### src/hdl/atpc_pkg.sv
package atpc_pkg;

    // Phase codes
    localparam logic [1:0] PH_SET_MAXG  = 2'd0;
    localparam logic [1:0] PH_SET_CLR   = 2'd1;
    localparam logic [1:0] PH_RUN       = 2'd2;

    // Light codes
    localparam logic [1:0] LIGHT_RED    = 2'd1;
    localparam logic [1:0] LIGHT_GREEN  = 2'd2;

    // Set-up limits and defaults
    localparam logic [6:0]  MAXG_HI      = 7'd99;
    localparam logic [6:0]  MAXG_LO      = 7'd1;
    localparam logic [6:0]  MAXG_DEF     = 7'd2;
    localparam logic [9:0]  CLR_HI       = 10'd999;
    localparam logic [9:0]  CLR_STEP     = 10'd5;
    localparam logic [9:0]  CLR_DEF      = 10'd15;

    // Timing constants in ms
    localparam logic [22:0] MS_PER_MIN   = 23'd60000;
    localparam logic [22:0] MS_HALF_MIN  = 23'd30000;
    localparam logic [22:0] MIN_HOLD     = 23'd15000;
    localparam logic [22:0] GREEN_EMPTY  = 23'd20000;
    localparam logic [22:0] ELAPSED_MAX  = 23'h7FFFFF;
    localparam logic [16:0] FRESH_LIMIT  = 17'd60000;
    localparam logic [16:0] STALE_AGE    = 17'd60001;

    typedef struct packed {
        logic       btn_up;
        logic       btn_down;
        logic       btn_accept;
        logic       btn_cancel;
        logic       coord_ready;
        logic [1:0] light_state;
        logic       detect_fresh;
        logic [7:0] cars_waiting;
    } in_item_t;

    typedef struct packed {
        logic [1:0]  phase;
        logic [6:0]  max_green;
        logic [9:0]  clearance;
        logic        first_run;
        logic [22:0] elapsed;
        logic [16:0] data_age;
    } ctrl_state_t;

    typedef struct packed {
        logic [1:0] phase;
        logic [6:0] max_green_min;
        logic [9:0] clearance_s;
        logic       configure_pulse;
        logic       change_request;
        logic       exit_to_menu;
    } result_t;

endpackage

### src/hdl/atpc_step.sv
module atpc_step (
    input  atpc_pkg::ctrl_state_t st,
    input  atpc_pkg::in_item_t    item,
    output atpc_pkg::ctrl_state_t st_next,
    output atpc_pkg::result_t     res
);
    import atpc_pkg::*;

    logic [22:0] limit;
    logic [22:0] half_limit;
    logic [10:0] clr_sum;
    logic [9:0]  clr_up;
    logic [6:0]  mg_up;
    logic [22:0] elapsed_step;
    logic        fresh;
    logic        early;
    logic        change;

    // Green limit and its half from the stored minutes
    assign limit      = {16'd0, st.max_green} * MS_PER_MIN;
    assign half_limit = {16'd0, st.max_green} * MS_HALF_MIN;

    always_comb begin
        st_next = st;
        res     = '0;
        clr_sum = 11'(st.clearance) + 11'(CLR_STEP);
        clr_up  = st.clearance;
        mg_up   = st.max_green;
        elapsed_step = st.elapsed;
        fresh   = 1'b0;
        early   = 1'b0;
        change  = 1'b0;

        // Data age counts every tick up to the stale age, cleared by a detection while running
        if (!item.btn_cancel && st.phase == PH_RUN && item.detect_fresh) begin
            st_next.data_age = '0;
        end else if (st.data_age < STALE_AGE) begin
            st_next.data_age = st.data_age + 17'd1;
        end else begin
            st_next.data_age = STALE_AGE;
        end
        fresh = (st_next.data_age <= FRESH_LIMIT);

        if (item.btn_cancel) begin
            st_next.phase     = PH_SET_MAXG;
            st_next.max_green = MAXG_DEF;
            st_next.clearance = CLR_DEF;
            st_next.first_run = 1'b1;
            st_next.elapsed   = '0;
            res.exit_to_menu  = 1'b1;
        end else begin
            case (st.phase)
                PH_SET_CLR: begin
                    // up first, then down, saturating
                    if (item.btn_up) begin
                        clr_up = (clr_sum > 11'(CLR_HI)) ? CLR_HI : clr_sum[9:0];
                    end
                    if (item.btn_down) begin
                        st_next.clearance = (clr_up >= CLR_STEP) ? clr_up - CLR_STEP : '0;
                    end else begin
                        st_next.clearance = clr_up;
                    end
                    if (item.btn_accept) begin
                        st_next.phase       = PH_RUN;
                        st_next.first_run   = 1'b1;
                        st_next.elapsed     = '0;
                        res.configure_pulse = 1'b1;
                    end
                end
                PH_RUN: begin
                    if (item.coord_ready) begin
                        if (st.first_run) begin
                            elapsed_step = '0;
                        end else if (st.elapsed < ELAPSED_MAX) begin
                            elapsed_step = st.elapsed + 23'd1;
                        end
                        st_next.first_run = 1'b0;
                        // early change on fresh data
                        if (fresh && elapsed_step > MIN_HOLD) begin
                            if (item.light_state == LIGHT_RED && item.cars_waiting != 8'd0) begin
                                early = (elapsed_step >= half_limit);
                            end else if (item.light_state == LIGHT_GREEN
                                         && item.cars_waiting == 8'd0) begin
                                early = (elapsed_step >= GREEN_EMPTY);
                            end
                        end
                        change = early || (elapsed_step >= limit);
                        st_next.elapsed    = change ? '0 : elapsed_step;
                        res.change_request = change;
                    end else begin
                        st_next.first_run = 1'b1;
                    end
                end
                default: begin
                    // set max green; unused code behaves the same
                    st_next.phase = PH_SET_MAXG;
                    if (item.btn_up) begin
                        mg_up = (st.max_green >= MAXG_HI) ? MAXG_HI : st.max_green + 7'd1;
                    end
                    if (item.btn_down) begin
                        st_next.max_green = (mg_up > MAXG_LO) ? mg_up - 7'd1 : MAXG_LO;
                    end else begin
                        st_next.max_green = mg_up;
                    end
                    if (item.btn_accept) begin
                        st_next.phase = PH_SET_CLR;
                    end
                end
            endcase
        end

        res.phase         = st_next.phase;
        res.max_green_min = st_next.max_green;
        res.clearance_s   = st_next.clearance;
    end

endmodule

### src/hdl/adaptive_traffic_phase_controller.sv
// Each request is held in the input register, then its result in the result register.
// Throughput: one tick request per cycle while the result is taken; the single-pass step logic between the
// two registers sets this rate, and the result register frees while it is taken.
// Reset: synchronous active-low aresetn empties both stages and loads the set-up
// defaults (max green 2 min, clearance 15 s, data marked stale).
module adaptive_traffic_phase_controller (
    input  logic       aclk,
    input  logic       aresetn,
    input  logic       s_valid,
    output logic       s_ready,
    input  logic       s_btn_up,
    input  logic       s_btn_down,
    input  logic       s_btn_accept,
    input  logic       s_btn_cancel,
    input  logic       s_coord_ready,
    input  logic [1:0] s_light_state,
    input  logic       s_detect_fresh,
    input  logic [7:0] s_cars_waiting,
    output logic       m_valid,
    input  logic       m_ready,
    output logic [1:0] m_phase,
    output logic [6:0] m_max_green_min,
    output logic [9:0] m_clearance_s,
    output logic       m_configure_pulse,
    output logic       m_change_request,
    output logic       m_exit_to_menu
);
    import atpc_pkg::*;

    in_item_t    in_reg;
    logic        in_valid_reg;
    ctrl_state_t st_reg;
    ctrl_state_t st_next;
    result_t     res_next;
    result_t     out_reg;
    logic        out_valid_reg;
    logic        fire;

    // Step the held request when the result register is free or being taken
    assign fire    = in_valid_reg && (!out_valid_reg || m_ready);
    assign s_ready = !in_valid_reg || fire;

    atpc_step u_step (
        .st      (st_reg),
        .item    (in_reg),
        .st_next (st_next),
        .res     (res_next)
    );

    // Input register
    always_ff @(posedge aclk) begin
        if (!aresetn) begin
            in_valid_reg <= 1'b0;
        end else if (s_ready) begin
            in_valid_reg <= s_valid;
        end
        if (s_valid && s_ready) begin
            in_reg <= '{btn_up: s_btn_up, btn_down: s_btn_down,
                        btn_accept: s_btn_accept, btn_cancel: s_btn_cancel,
                        coord_ready: s_coord_ready, light_state: s_light_state,
                        detect_fresh: s_detect_fresh, cars_waiting: s_cars_waiting};
        end
    end

    // Controller state
    always_ff @(posedge aclk) begin
        if (!aresetn) begin
            st_reg <= '{phase: PH_SET_MAXG, max_green: MAXG_DEF, clearance: CLR_DEF,
                        first_run: 1'b1, elapsed: '0, data_age: STALE_AGE};
        end else if (fire) begin
            st_reg <= st_next;
        end
    end

    // Result register
    always_ff @(posedge aclk) begin
        if (!aresetn) begin
            out_valid_reg <= 1'b0;
        end else if (fire) begin
            out_valid_reg <= 1'b1;
        end else if (m_ready) begin
            out_valid_reg <= 1'b0;
        end
        if (fire) begin
            out_reg <= res_next;
        end
    end

    assign m_valid           = out_valid_reg;
    assign m_phase           = out_reg.phase;
    assign m_max_green_min   = out_reg.max_green_min;
    assign m_clearance_s     = out_reg.clearance_s;
    assign m_configure_pulse = out_reg.configure_pulse;
    assign m_change_request  = out_reg.change_request;
    assign m_exit_to_menu    = out_reg.exit_to_menu;

endmodule

### config.mk
export PLATFORM = sky130hd
export DESIGN_NAME = adaptive_traffic_phase_controller
export DESIGN_NICKNAME = d
export VERILOG_FILES = /design/src/hdl/atpc_pkg.sv /design/src/hdl/atpc_step.sv /design/src/hdl/adaptive_traffic_phase_controller.sv
export SDC_FILE = /design/constraint.sdc
export NUM_CORES = 1
export LEC_CHECK = 0
export ABC_AREA = 1
export ABC_CLOCK_PERIOD_IN_PS = 5400
export BUFFER_PORTS_ARGS = -buffer_cell sky130_fd_sc_hd__buf_4
export CAP_MARGIN = 0
export CORE_UTILIZATION = 46
export CTS_BUF_LIST = sky130_fd_sc_hd__clkbuf_4 sky130_fd_sc_hd__clkbuf_8
export DETAILED_ROUTE_END_ITERATION = 8
export HOLD_SLACK_MARGIN = 0.12
export MAX_ROUTING_LAYER = met4
export PLACE_DENSITY = 0.74
export SYNTH_ARGS = -nofsm -noshare
export SYNTH_HDL_FRONTEND = slang
export SYNTH_SLANG_ARGS = --single-unit
### constraint.sdc
create_clock -name aclk -period 5.4 [get_ports aclk]
set_clock_uncertainty 0.1 [all_clocks]
set_input_delay 0.54 -clock aclk [delete_from_list [all_inputs] [get_ports aclk]]
set_output_delay 0.54 -clock aclk [all_outputs]
set_load 0.1 [all_outputs]
==> out/qor.tcl, run 1 <==
set qor(yosys_warnings) 0
set qor(clock_latency_ns) 0.40
set qor(worst_slew_margin_rel_pct) 24.0
set qor(timing.critical_path.to_type) {flip-flop}
set qor(maximum_level_of_the_cts_h_tree) 3
set qor(detailedPlacementHpwl_um) 17800
set qor(grt_pass1_vias) 7991
set qor(tritoncts) {built}
set qor(avg_wl_per_cell_um) 14.3
set qor(min_path_type) {in2reg}
set qor(ys.flop_type) {sky130_fd_sc_hd__dfxtp_1}
set qor(slowest_stage) {sky130_fd_sc_hd__fa_1}
set qor(status) {finished, final reports clean}
set qor(number_of_flip_flops_under_the_largest_register_name) 60
set qor(grt_max_degree) 50
set qor(clk_pin_slew_ns) 0.11
set qor(grt_first_pass_wirelength_um) 37800
set qor(critPathKind) {reg2reg}
set qor(rows) 51
set qor(layout_cells_sized_above_1_pct) 13.4
set qor(synth_fp_nets) 1490
set qor(reg2reg_to) {m_change_request}
set qor(reg2reg_slack_ns) 0.16
set qor(critPathLaunchType) {flip-flop}
set qor(cts_buffer_depth) 2
set qor(setup_repair_after_global_routing_missed_its_margin) {yes}
set qor(period_needed_ns) 5.24
set qor(worstMarginPinSlew_ns) 1.14
set qor(layout_worst_path_cycle_share_pct) 97.0
set qor(yosys.cell_count.top_type) {sky130_fd_sc_hd__nand2_1}
set qor(yosysTopAreaCell) {sky130_fd_sc_hd__nand2_1}
set qor(top_level_ports) 44
set qor(number_of_flops_mapped_to_enable_cells_by_yosys) 38
set qor(finalPower_mw) 2.30
set qor(global_route.overflow_total) 0
set qor(finalNetCount) 1538
set qor(detail_route.first_pass.iterations) 5
set qor(crit_arrival_ns) 5.30
set qor(avgViaCountPerCell) 5.33
set qor(post_synth_num_cell_types) 44
set qor(gr-usage-all-layers_pct) 23.5
set qor(initial_utilization_pct) 47.5
set qor(ys_seq_area_share_pct) 25.5
set qor(die_area_um2) 20900
set qor(cts_hold_buf) 0
set qor(synth.cell_area_um2) 9360
set qor(static-leakage-power_nw) 5.00
set qor(io_buffers) 43
set qor(detail_route.drc_violations) 0
set qor(r2r-start) {st_reg[56]}
set qor(min-delay-start) {s_light_state[1]}
set qor(timing.critical_path.fanout_max) 24
set qor(power.density_nw_per_um2) 220
set qor(synthArstFlopShare_pct) 0
set qor(critical_path_required_ns) 5.46
set qor(globalplace.congestion) 0.916
set qor(highest_clock_frequency_the_design_can_meet_ghz) 0.191
set qor(timing_max_transition_violations_final) 0
set qor(finalSetupTns_ns) 0
set qor(drt.antenna.violating_nets) 0
set qor(area_growth_syn_to_layout_pct) 11.4
set qor(multi_input_area_um2) 6290
set qor(vias) 8958
set qor(cts-root-buf) {sky130_fd_sc_hd__clkbuf_8}
set qor(grt_antenna_before_repair) 0
set qor(finish.utilization_pct) 52.9
set qor(slowest_delay_ns) 0.44
set qor(hold_depth) 1
set qor(route.final.wire_length_um) 23900
set qor(final-setup-viol-count) 0
set qor(fp.coreArea_um2) 19700
set qor(register_area_um2) 2390
set qor(fillCellCount) 1899
set qor(crit_path_frequent_cell) {sky130_fd_sc_hd__nand2_1}
set qor(ys_ff_latch) 100
set qor(max_cap_viol_count) 0
set qor(synth.top_cell.area_share_pct) 14.9
set qor(final_antenna_diode_count) 0
set qor(netlist_top_cells_count) {sky130_fd_sc_hd__nand2_1 (371), sky130_fd_sc_hd__inv_1 (176), sky130_fd_sc_hd__nor2_1 (134)}
set qor(gate_count_of_the_mapped_netlist) 1362
set qor(cts_buffers) 9
set qor(peakVddDrop_mv) 0.196
set qor(r2r_cells) 28
set qor(biggest_area_contributors_in_the_synthesized_netlist) {sky130_fd_sc_hd__nand2_1 (15%), sky130_fd_sc_hd__dfxtp_1 (13%), sky130_fd_sc_hd__ha_1 (12%), sky130_fd_sc_hd__edfxtp_1 (12%), sky130_fd_sc_hd__inv_1 (7.1%)}
set qor(drt_first_iter_violations) 632
set qor(die_x_um) 145
set qor(timing_hold_violations_final) 0
set qor(die_h_um) 145
set qor(cts.sinks) 100
set qor(syn_avg_cell_area_um2) 6.87
set qor(worstHoldEndpoint) {in_reg[10]}
-- cell type report --
type | count | area share, %
clock inverter | 6 | 0.504
timing repair buffer | 66 | 5.18
sequential | 100 | 22.9
tap | 265 | 3.18
inverter | 185 | 6.68
multi-input combinational | 1048 | 60.3
clock buffer | 10 | 1.26
-- layer usage --
| layer | global-route usage, % | vias up | share of wire [%] |
|---|---|---|---|
| li1 | - | 4543 | - |
| met1 | 30.3 | 4128 | 46 |
| met2 | 37.8 | 235 | 46 |
| met3 | 3.21 | 52 | 4.9 |
| met4 | 7.70 | 0 | 2.9 |
| met5 | - | - | 0 |
-- kinds of logic after synthesis --
logic type	Yosys count	share of synthesized area (%)
AOI/OAI and AO/OA	174	11.2
xor gates and xnor gates	42	3.93
adders and majority gates	108	15.7
buffers and inverters	217	9.33
DFF	100	25.5
and+or+nand+nor	721	34.3
-- cell usage in the layout, fill, tap and decap left out, drive strengths merged, types with 38 or more instances in the layout --
cell type and count:
edfxtp 38, nor2 149, buf 66, dfxtp 62
inv 188, ha 92, o21ai 59, nand3 136
a21oi 90, nand2 385
-- what timing repair did --
| action | in CTS | in global routing |
|---|---|---|
| endpoints found under the setup margin | 0 | 24 |
| resized for setup | 0 | 34 |
| buffers inserted | 0 | 5 |
-- critical path: cells and delay by family (launching register included) --
| kind | cells | cell delay (ns) |
|---|---|---|
| DFF | 1 | 0.36 |
| AOI/OAI and AO/OA | 8 | 1.03 |
| buffers and inverters | 6 | 0.75 |
| and+or+nand+nor | 7 | 0.58 |
| xor gates and xnor gates | 1 | 0.13 |
| adders and majority gates | 6 | 2.02 |
-- metrics by stage --
| step | worst slack, ns | area, um^2 | hold slack [ns] | instances |
|---|---|---|---|---|
| after CTS | 0.0392 | 10200 | 0.194 | 1672 |
| final | 0.161 | 10400 | 0.207 | 1680 |
| after global placement | 0.188 | 9990 | 0.372 | 1656 |
| after floorplan | 0.0774 | 9360 | 0.347 | 1362 |
| after global routing | -0.0862 | 10400 | 0.193 | 1680 |
| after detailed placement | 0.0773 | 9990 | 0.377 | 1656 |
-- report_power, final --
| part | switching (mW) | internal (mW) | leakage [nW] | total, mW |
|---|---|---|---|---|
| combinational | 0.623 | 0.337 | 4.04 | 0.960 |
| sequential | 0.0356 | 0.821 | 0.868 | 0.857 |
| clock | 0.300 | 0.181 | 0.0892 | 0.481 |
-- how the worst max path moves through the flow --
stage	slack, ns	start	endpoint
3_3_place_gp	0.19	st_reg[56]	m_change_request
3_5_place_dp	0.08	st_reg[56]	st_reg[17]
2_1_floorplan	0.08	st_reg[56]	st_reg[37]
4_1_cts	0.04	st_reg[56]	st_reg[17]
6_report	0.16	st_reg[56]	m_change_request
5_1_grt	-0.09	st_reg[56]	st_reg[23]
Power figures use the tool's default switching activity.
==> run 2, diff against run 1 <==
--- a/config.mk
+++ b/config.mk
@@ -10,7 +10,7 @@
 export BUFFER_PORTS_ARGS = -buffer_cell sky130_fd_sc_hd__buf_4
 export CAP_MARGIN = 0
 export CORE_UTILIZATION = 46
-export CTS_BUF_LIST = sky130_fd_sc_hd__clkbuf_4 sky130_fd_sc_hd__clkbuf_8
+export CTS_BUF_LIST = sky130_fd_sc_hd__clkbuf_8 sky130_fd_sc_hd__clkbuf_16
 export DETAILED_ROUTE_END_ITERATION = 8
 export HOLD_SLACK_MARGIN = 0.12
 export MAX_ROUTING_LAYER = met4
==> out/qor.tcl, run 2 (same netlist as run 1, synthesis figures left out) <==
set qor(status) {finished, final reports clean}
set qor(timing_hold_violations_final) 0
set qor(slowest_stage) {sky130_fd_sc_hd__fa_1}
set qor(fillCellCount) 1875
set qor(crit_end) {m_change_request}
set qor(slowest_delay_ns) 0.45
set qor(number_of_flip_flops_under_the_largest_register_name) 60
set qor(internal-power_mw) 1.48
set qor(final_common_cell) {sky130_fd_sc_hd__nand2_1}
set qor(finish.utilization_pct) 53.3
set qor(timing.critical_path.fanout_max) 24
set qor(cts-root-buf) {sky130_fd_sc_hd__clkbuf_16}
set qor(maximum_level_of_the_cts_h_tree) 3
set qor(timing_max_transition_violations_final) 0
set qor(finalPower_mw) 2.45
set qor(cts_hold_buf) 0
set qor(detailedPlacementHpwl_um) 17800
set qor(period_needed_ns) 5.26
set qor(avg_wl_per_cell_um) 14.3
set qor(grt_max_degree) 50
set qor(crit_arrival_ns) 5.27
set qor(route.final.wire_length_um) 24000
set qor(power_frac_comb_pct) 39.2
set qor(die_area_um2) 20900
set qor(min-delay-start) {s_light_state[1]}
set qor(final_antenna_diode_count) 0
set qor(cts.sinks) 100
set qor(r2r-start) {st_reg[56]}
set qor(finalNonFillerCells) 1680
set qor(reg2reg_slack_ns) 0.14
set qor(grt_first_pass_wirelength_um) 37800
set qor(grt_pass1_vias) 8018
set qor(tritoncts) {built}
set qor(final-setup-viol-count) 0
set qor(fp.coreArea_um2) 19700
set qor(final.hold.worst_slack_ns) 0.253
set qor(top_level_ports) 44
set qor(switchingPower_uw) 975
set qor(final_cell_mix) {sky130_fd_sc_hd__nand2_1 (369), sky130_fd_sc_hd__inv_1 (175), sky130_fd_sc_hd__nor2_1 (134), sky130_fd_sc_hd__nand3_1 (111), sky130_fd_sc_hd__ha_1 (88)}
set qor(worstMarginPinSlew_ns) 1.16
set qor(drt_first_iter_violations) 659
set qor(power.density_nw_per_um2) 233
set qor(clock_latency_ns) 0.36
set qor(setup.worst_path.start) {st_reg[56]}
set qor(placedCellCount) 1656
set qor(area_growth_syn_to_layout_pct) 12.4
set qor(critPathLaunchType) {flip-flop}
set qor(pwr-share-clk_pct) 25.9
set qor(p_seq_share_pct) 34.9
set qor(detail_route.first_pass.iterations) 5
set qor(highest_clock_frequency_the_design_can_meet_ghz) 0.190
set qor(die_h_um) 145
set qor(critPathKind) {reg2reg}
set qor(peakVddDrop_mv) 0.208
set qor(layout_cells_sized_above_1_pct) 13.4
set qor(final_design_area_no_fill_um2) 10500
set qor(static-leakage-power_nw) 5.05
set qor(globalplace.congestion) 0.916
set qor(reg2reg_to) {m_change_request}
set qor(r2r_cells) 28
set qor(die_x_um) 145
set qor(cts_buffer_depth) 2
set qor(initial_utilization_pct) 47.5
set qor(grt_antenna_before_repair) 0
set qor(gr-usage-all-layers_pct) 23.6
set qor(timing.critical_path.to_type) {flip-flop}
set qor(drt.antenna.violating_nets) 0
set qor(setup_repair_after_global_routing_missed_its_margin) {yes}
set qor(rows) 51
set qor(avgViaCountPerCell) 5.36
set qor(critical_path_required_ns) 5.41
set qor(cts_buffers) 9
set qor(vias) 8999
set qor(layout_worst_path_cycle_share_pct) 97.3
set qor(max_cap_viol_count) 0
set qor(clk_pin_slew_ns) 0.08
set qor(crit_path_frequent_cell) {sky130_fd_sc_hd__nand2_1}
set qor(detail_route.drc_violations) 0
set qor(netSwitchingFraction_pct) 39.8
set qor(worst_slew_margin_rel_pct) 22.2
set qor(global_route.overflow_total) 0
set qor(detailed_place.area_um2) 9990
set qor(min_path_type) {in2reg}
set qor(io_buffers) 43
set qor(finalNetCount) 1538
==> run 2: how the worst min path moves through the flow <==
stage | cells after the start | slack, ns | end
global placement | 2 | 0.37 | st_reg[16]
floorplan | 2 | 0.35 | st_reg[16]
CTS | 1 | 0.25 | in_reg[2]
global route | 1 | 0.24 | in_reg[6]
finish | 1 | 0.25 | in_reg[10]
detailed placement | 2 | 0.38 | st_reg[16]
==> run 2: final cells by class <==
class	instances	area [um^2]	share of cell area (%)
Multi-Input combinational cell	1048	6280	59.7
Sequential cell	100	2390	22.7
Inverter	185	697	6.63
Timing Repair Buffer	66	541	5.14
Tap cell	265	332	3.15
Clock buffer	9	225	2.14
Clock inverter	7	56.3	0.535
==> run 2: worst max-delay path: cells and delay by family, from the launching register on <==
kind	cells	cell delay, ns
fa+ha+maj	6	2.04
compound gates	8	1.04
buf+inv	6	0.74
simple gates	7	0.58
flops	1	0.35
xor+xnor	1	0.14
==> run 2: per-layer routing <==
metal / vias up / global-route usage, % / share of wire (%)
met2: 262 / 37.8 / 46
li1: 4541 / - / -
met4: 0 / 7.98 / 2.6
met5: - / - / 0
met3: 44 / 3.44 / 4.8
met1: 4152 / 30.3 / 46
==> run 2: repair_timing <==
action,in CTS,in global routing
resized for setup,0,33
endpoints found under the setup margin,0,24
buffers inserted,0,5
==> run 2: power groups by stage <==
stage	sequential [mW]	combinational (mW)	clock, mW
after global placement	0.872	0.887	0
final	0.857	0.961	0.635
after detailed placement	0.872	0.910	0
after floorplan	0.927	0.630	0
after CTS	0.855	0.917	0.644
after global routing	0.862	1.08	0.666
==> run 2: stage by stage <==
stage	setup slack [ns]	setup TNS, ns
3_3_place_gp	0.188	0
6_report	0.144	0
2_1_floorplan	0.0774	0
4_1_cts	0.0445	0
3_5_place_dp	0.0773	0
5_1_grt	-0.0796	-0.571
==> run 3, diff against run 2 <==
--- a/config.mk
+++ b/config.mk
@@ -5,12 +5,11 @@
 export SDC_FILE = /design/constraint.sdc
 export NUM_CORES = 1
 export LEC_CHECK = 0
-export ABC_AREA = 1
 export ABC_CLOCK_PERIOD_IN_PS = 5400
 export BUFFER_PORTS_ARGS = -buffer_cell sky130_fd_sc_hd__buf_4
 export CAP_MARGIN = 0
 export CORE_UTILIZATION = 46
-export CTS_BUF_LIST = sky130_fd_sc_hd__clkbuf_8 sky130_fd_sc_hd__clkbuf_16
+export CTS_BUF_LIST = sky130_fd_sc_hd__clkbuf_2
 export DETAILED_ROUTE_END_ITERATION = 8
 export HOLD_SLACK_MARGIN = 0.12
 export MAX_ROUTING_LAYER = met4
==> out/qor.tcl, run 3 <==
set qor(timing_max_transition_violations_final) 0
set qor(syn_avg_cell_area_um2) 8.57
set qor(max_cap_viol_count) 0
set qor(ys_seq_area_share_pct) 27.4
set qor(met1_length_um) 10800
set qor(setup.worst_path.start) {st_reg[52]}
set qor(slowest_stage) {sky130_fd_sc_hd__fa_1}
set qor(worst_slack_ns) -0.670
set qor(critical_path_required_ns) 5.90
set qor(route.final.wire_length_um) 23300
set qor(clock_latency_ns) 0.65
set qor(gate_count_of_the_mapped_netlist) 1016
set qor(synthAdderAreaFrac_pct) 17.0
set qor(setup_repair_after_global_routing_missed_its_margin) {yes}
set qor(yosys.cell_count.top_type) {sky130_fd_sc_hd__ha_1}
set qor(drt.antenna.violating_nets) 0
set qor(avgViaCountPerCell) 6.06
set qor(tritoncts) {built}
set qor(grt_antenna_before_repair) 1
set qor(detailedPlacementHpwl_um) 16500
set qor(gr-usage-all-layers_pct) 24.0
set qor(finalNetCount) 1256
set qor(final_common_cell) {sky130_fd_sc_hd__buf_4}
set qor(ys.flop_type) {sky130_fd_sc_hd__dfxtp_1}
set qor(die_x_um) 140
set qor(layout_worst_path_cycle_share_pct) 112
set qor(netlist_top_cells_count) {sky130_fd_sc_hd__ha_1 (92), sky130_fd_sc_hd__nand2_1 (86), sky130_fd_sc_hd__a21oi_1 (68)}
set qor(avg_wl_per_cell_um) 17.1
set qor(synth_top_family_by_area) {compound AO/OA/AOI/OAI gates}
set qor(worst_slew_margin_rel_pct) 16.3
set qor(wl_met3_um) 1300
set qor(pre_cts_slack_ns) -0.700
set qor(topRoutingLayerUsed) {met4}
set qor(synth_simple_gate_area_share_pct) 21.0
set qor(top_level_ports) 44
set qor(status) {finished, violations left}
set qor(critPathLaunchType) {flip-flop}
set qor(clk_pin_slew_ns) 0.32
set qor(static-leakage-power_nw) 4.25
set qor(synth_compound_area_share_pct) 23.8
set qor(min_path_type) {reg2reg}
set qor(global_route.overflow_total) 0
set qor(area_growth_syn_to_layout_pct) 19.1
set qor(globalplace.congestion) 0.953
set qor(synth.top_cell.area_share_pct) 14.3
set qor(timing.critical_path.fanout_max) 5
set qor(initial_utilization_pct) 47.7
set qor(vias) 8256
set qor(critPathKind) {reg2reg}
set qor(r2r-start) {st_reg[52]}
set qor(failing_checks) {setup timing}
set qor(slowest_delay_ns) 0.47
set qor(cts-root-buf) {sky130_fd_sc_hd__clkbuf_2}
set qor(post_synth_num_cell_types) 83
set qor(final_cell_mix) {sky130_fd_sc_hd__buf_4 (129), sky130_fd_sc_hd__nand2_1 (85), sky130_fd_sc_hd__ha_1 (83), sky130_fd_sc_hd__a21oi_1 (64), sky130_fd_sc_hd__dfxtp_1 (57)}
set qor(yosysTopAreaCell) {sky130_fd_sc_hd__dfxtp_1}
set qor(die_h_um) 140
set qor(die_area_um2) 19500
set qor(yosys_warnings) 0
set qor(period_needed_ns) 6.07
set qor(crit_arrival_ns) 6.57
set qor(timing_hold_violations_final) 0
set qor(grt_first_pass_wirelength_um) 36900
set qor(min-delay-start) {st_reg[58]}
set qor(final-setup-viol-count) 24
set qor(grt_pass1_vias) 7449
set qor(highest_clock_frequency_the_design_can_meet_ghz) 0.165
set qor(detail_route.first_pass.iterations) 5
set qor(crit_path_frequent_cell) {sky130_fd_sc_hd__ha_1}
set qor(cts_buffer_depth) 2
set qor(peakVddDrop_mv) 0.115
set qor(synthArstFlopShare_pct) 0
set qor(final.hold.worst_slack_ns) 0.430
set qor(synth_fp_nets) 1144
set qor(biggest_area_contributors_in_the_synthesized_netlist) {sky130_fd_sc_hd__dfxtp_1 (14%), sky130_fd_sc_hd__ha_1 (13%), sky130_fd_sc_hd__edfxtp_1 (13%), sky130_fd_sc_hd__a21oi_1 (3.9%), sky130_fd_sc_hd__nand2_1 (3.7%)}
set qor(power.density_nw_per_um2) 145
set qor(synth.cell_area_um2) 8710
set qor(worstMarginPinSlew_ns) 1.24
set qor(cts_buffers) 9
set qor(number_of_flops_mapped_to_enable_cells_by_yosys) 38
set qor(cts.sinks) 100
set qor(drt_first_iter_violations) 692
set qor(timing.critical_path.to_type) {flip-flop}
set qor(layout_cells_sized_above_1_pct) 19.4
set qor(maximum_level_of_the_cts_h_tree) 3
set qor(fp.coreArea_um2) 18300
set qor(ys_ff_latch) 100
set qor(synth_area_in_xor_xnor_pct) 4.53
set qor(met2_wirelength_um) 10800
set qor(number_of_flip_flops_under_the_largest_register_name) 60
set qor(rows) 49
set qor(io_buffers) 43
set qor(grt_max_degree) 45
set qor(detail_route.drc_violations) 0
set qor(synthMuxAreaShare_pct) 1.09
run 3: cell count changes after synthesis, moves of 20 or more:
cell | previous run | this run
sky130_fd_sc_hd__and2_1 | 0 | 20
sky130_fd_sc_hd__clkbuf_1 | 19 | 42
sky130_fd_sc_hd__a22o_1 | 0 | 26
sky130_fd_sc_hd__nor2_1 | 134 | 56
sky130_fd_sc_hd__inv_1 | 176 | 60
sky130_fd_sc_hd__nand3_2 | 22 | 0
sky130_fd_sc_hd__nand2_1 | 371 | 86
sky130_fd_sc_hd__nand3_1 | 114 | 35
run 3: logic make-up after synthesis:
logic type | Yosys count
adders and majority gates | 109
muxes | 9
DFF | 100
and+or+nand+nor | 342
xor gates and xnor gates | 45
buffers and inverters | 114
AOI/OAI and AO/OA | 297
run 3: worst paths after layout:
check | to | cells past startpoint | slack, ns
max | st_reg[22] | 28 | -0.67
min | st_reg[58] | 2 | 0.43
max reg2reg | st_reg[22] | 28 | -0.67
min reg2reg | st_reg[58] | 2 | 0.43
run 3: what timing repair did:
action / in CTS / in global routing
hold endpoints to repair: 23 / 0
gates resized for setup: 8 / 24
setup endpoints to repair: 24 / 24
hold buffers: 20 / 0
setup buffers: 5 / 6
cloned: 1 / 2
pin swaps: 7 / 33
run 3: critical path: cells and delay by family, from the launching register on:
family | cells | cell delay (ns)
adders and majority gates | 6 | 2.08
AOI/OAI and AO/OA | 9 | 1.40
and+or+nand+nor | 7 | 1.14
buffers and inverters | 5 | 0.68
DFF | 1 | 0.43
xor gates and xnor gates | 1 | 0.16
run 3: area by class of cell:
cell class                 instances  area, um^2
multi-input combinational        803        6100
clock inverter                     5        42.5
tap                              229         287
fill                            1584        7900
sequential                       100        2400
inverter                          60         225
clock buffer                      11        55.1
antenna                            1        2.50
timing repair buffer             154        1260
run 3: power by group:
part           internal [mW]  switching (mW)  leakage, nW  total (mW)
combinational          0.133           0.203         3.33       0.335
sequential             0.803          0.0205        0.861       0.824
clock                 0.0710           0.277       0.0650       0.348
run 3: routing by layer:
layer,up-vias,GRT usage (%)
met5,-,-
met4,0,7.17
met3,36,3.41
met2,295,37.4
met1,3904,32.3
li1,4021,-
run 3: through the flow:
| step | power, mW | TNS, ns | util [%] | cell area [um^2] | instances |
|---|---|---|---|---|---|
| after floorplan | 1.04 | -4.21 | - | 8810 | 1016 |
| after global placement | 1.14 | -11.94 | 53.5 | 9770 | 1312 |
| after detailed placement | 1.14 | -16.16 | 53.5 | 9770 | 1312 |
| after CTS | 1.50 | -13.40 | 55.7 | 10200 | 1354 |
| after global routing | 1.58 | -20.02 | 56.8 | 10400 | 1363 |
| final | 1.51 | -15.08 | 56.8 | 10400 | 1363 |
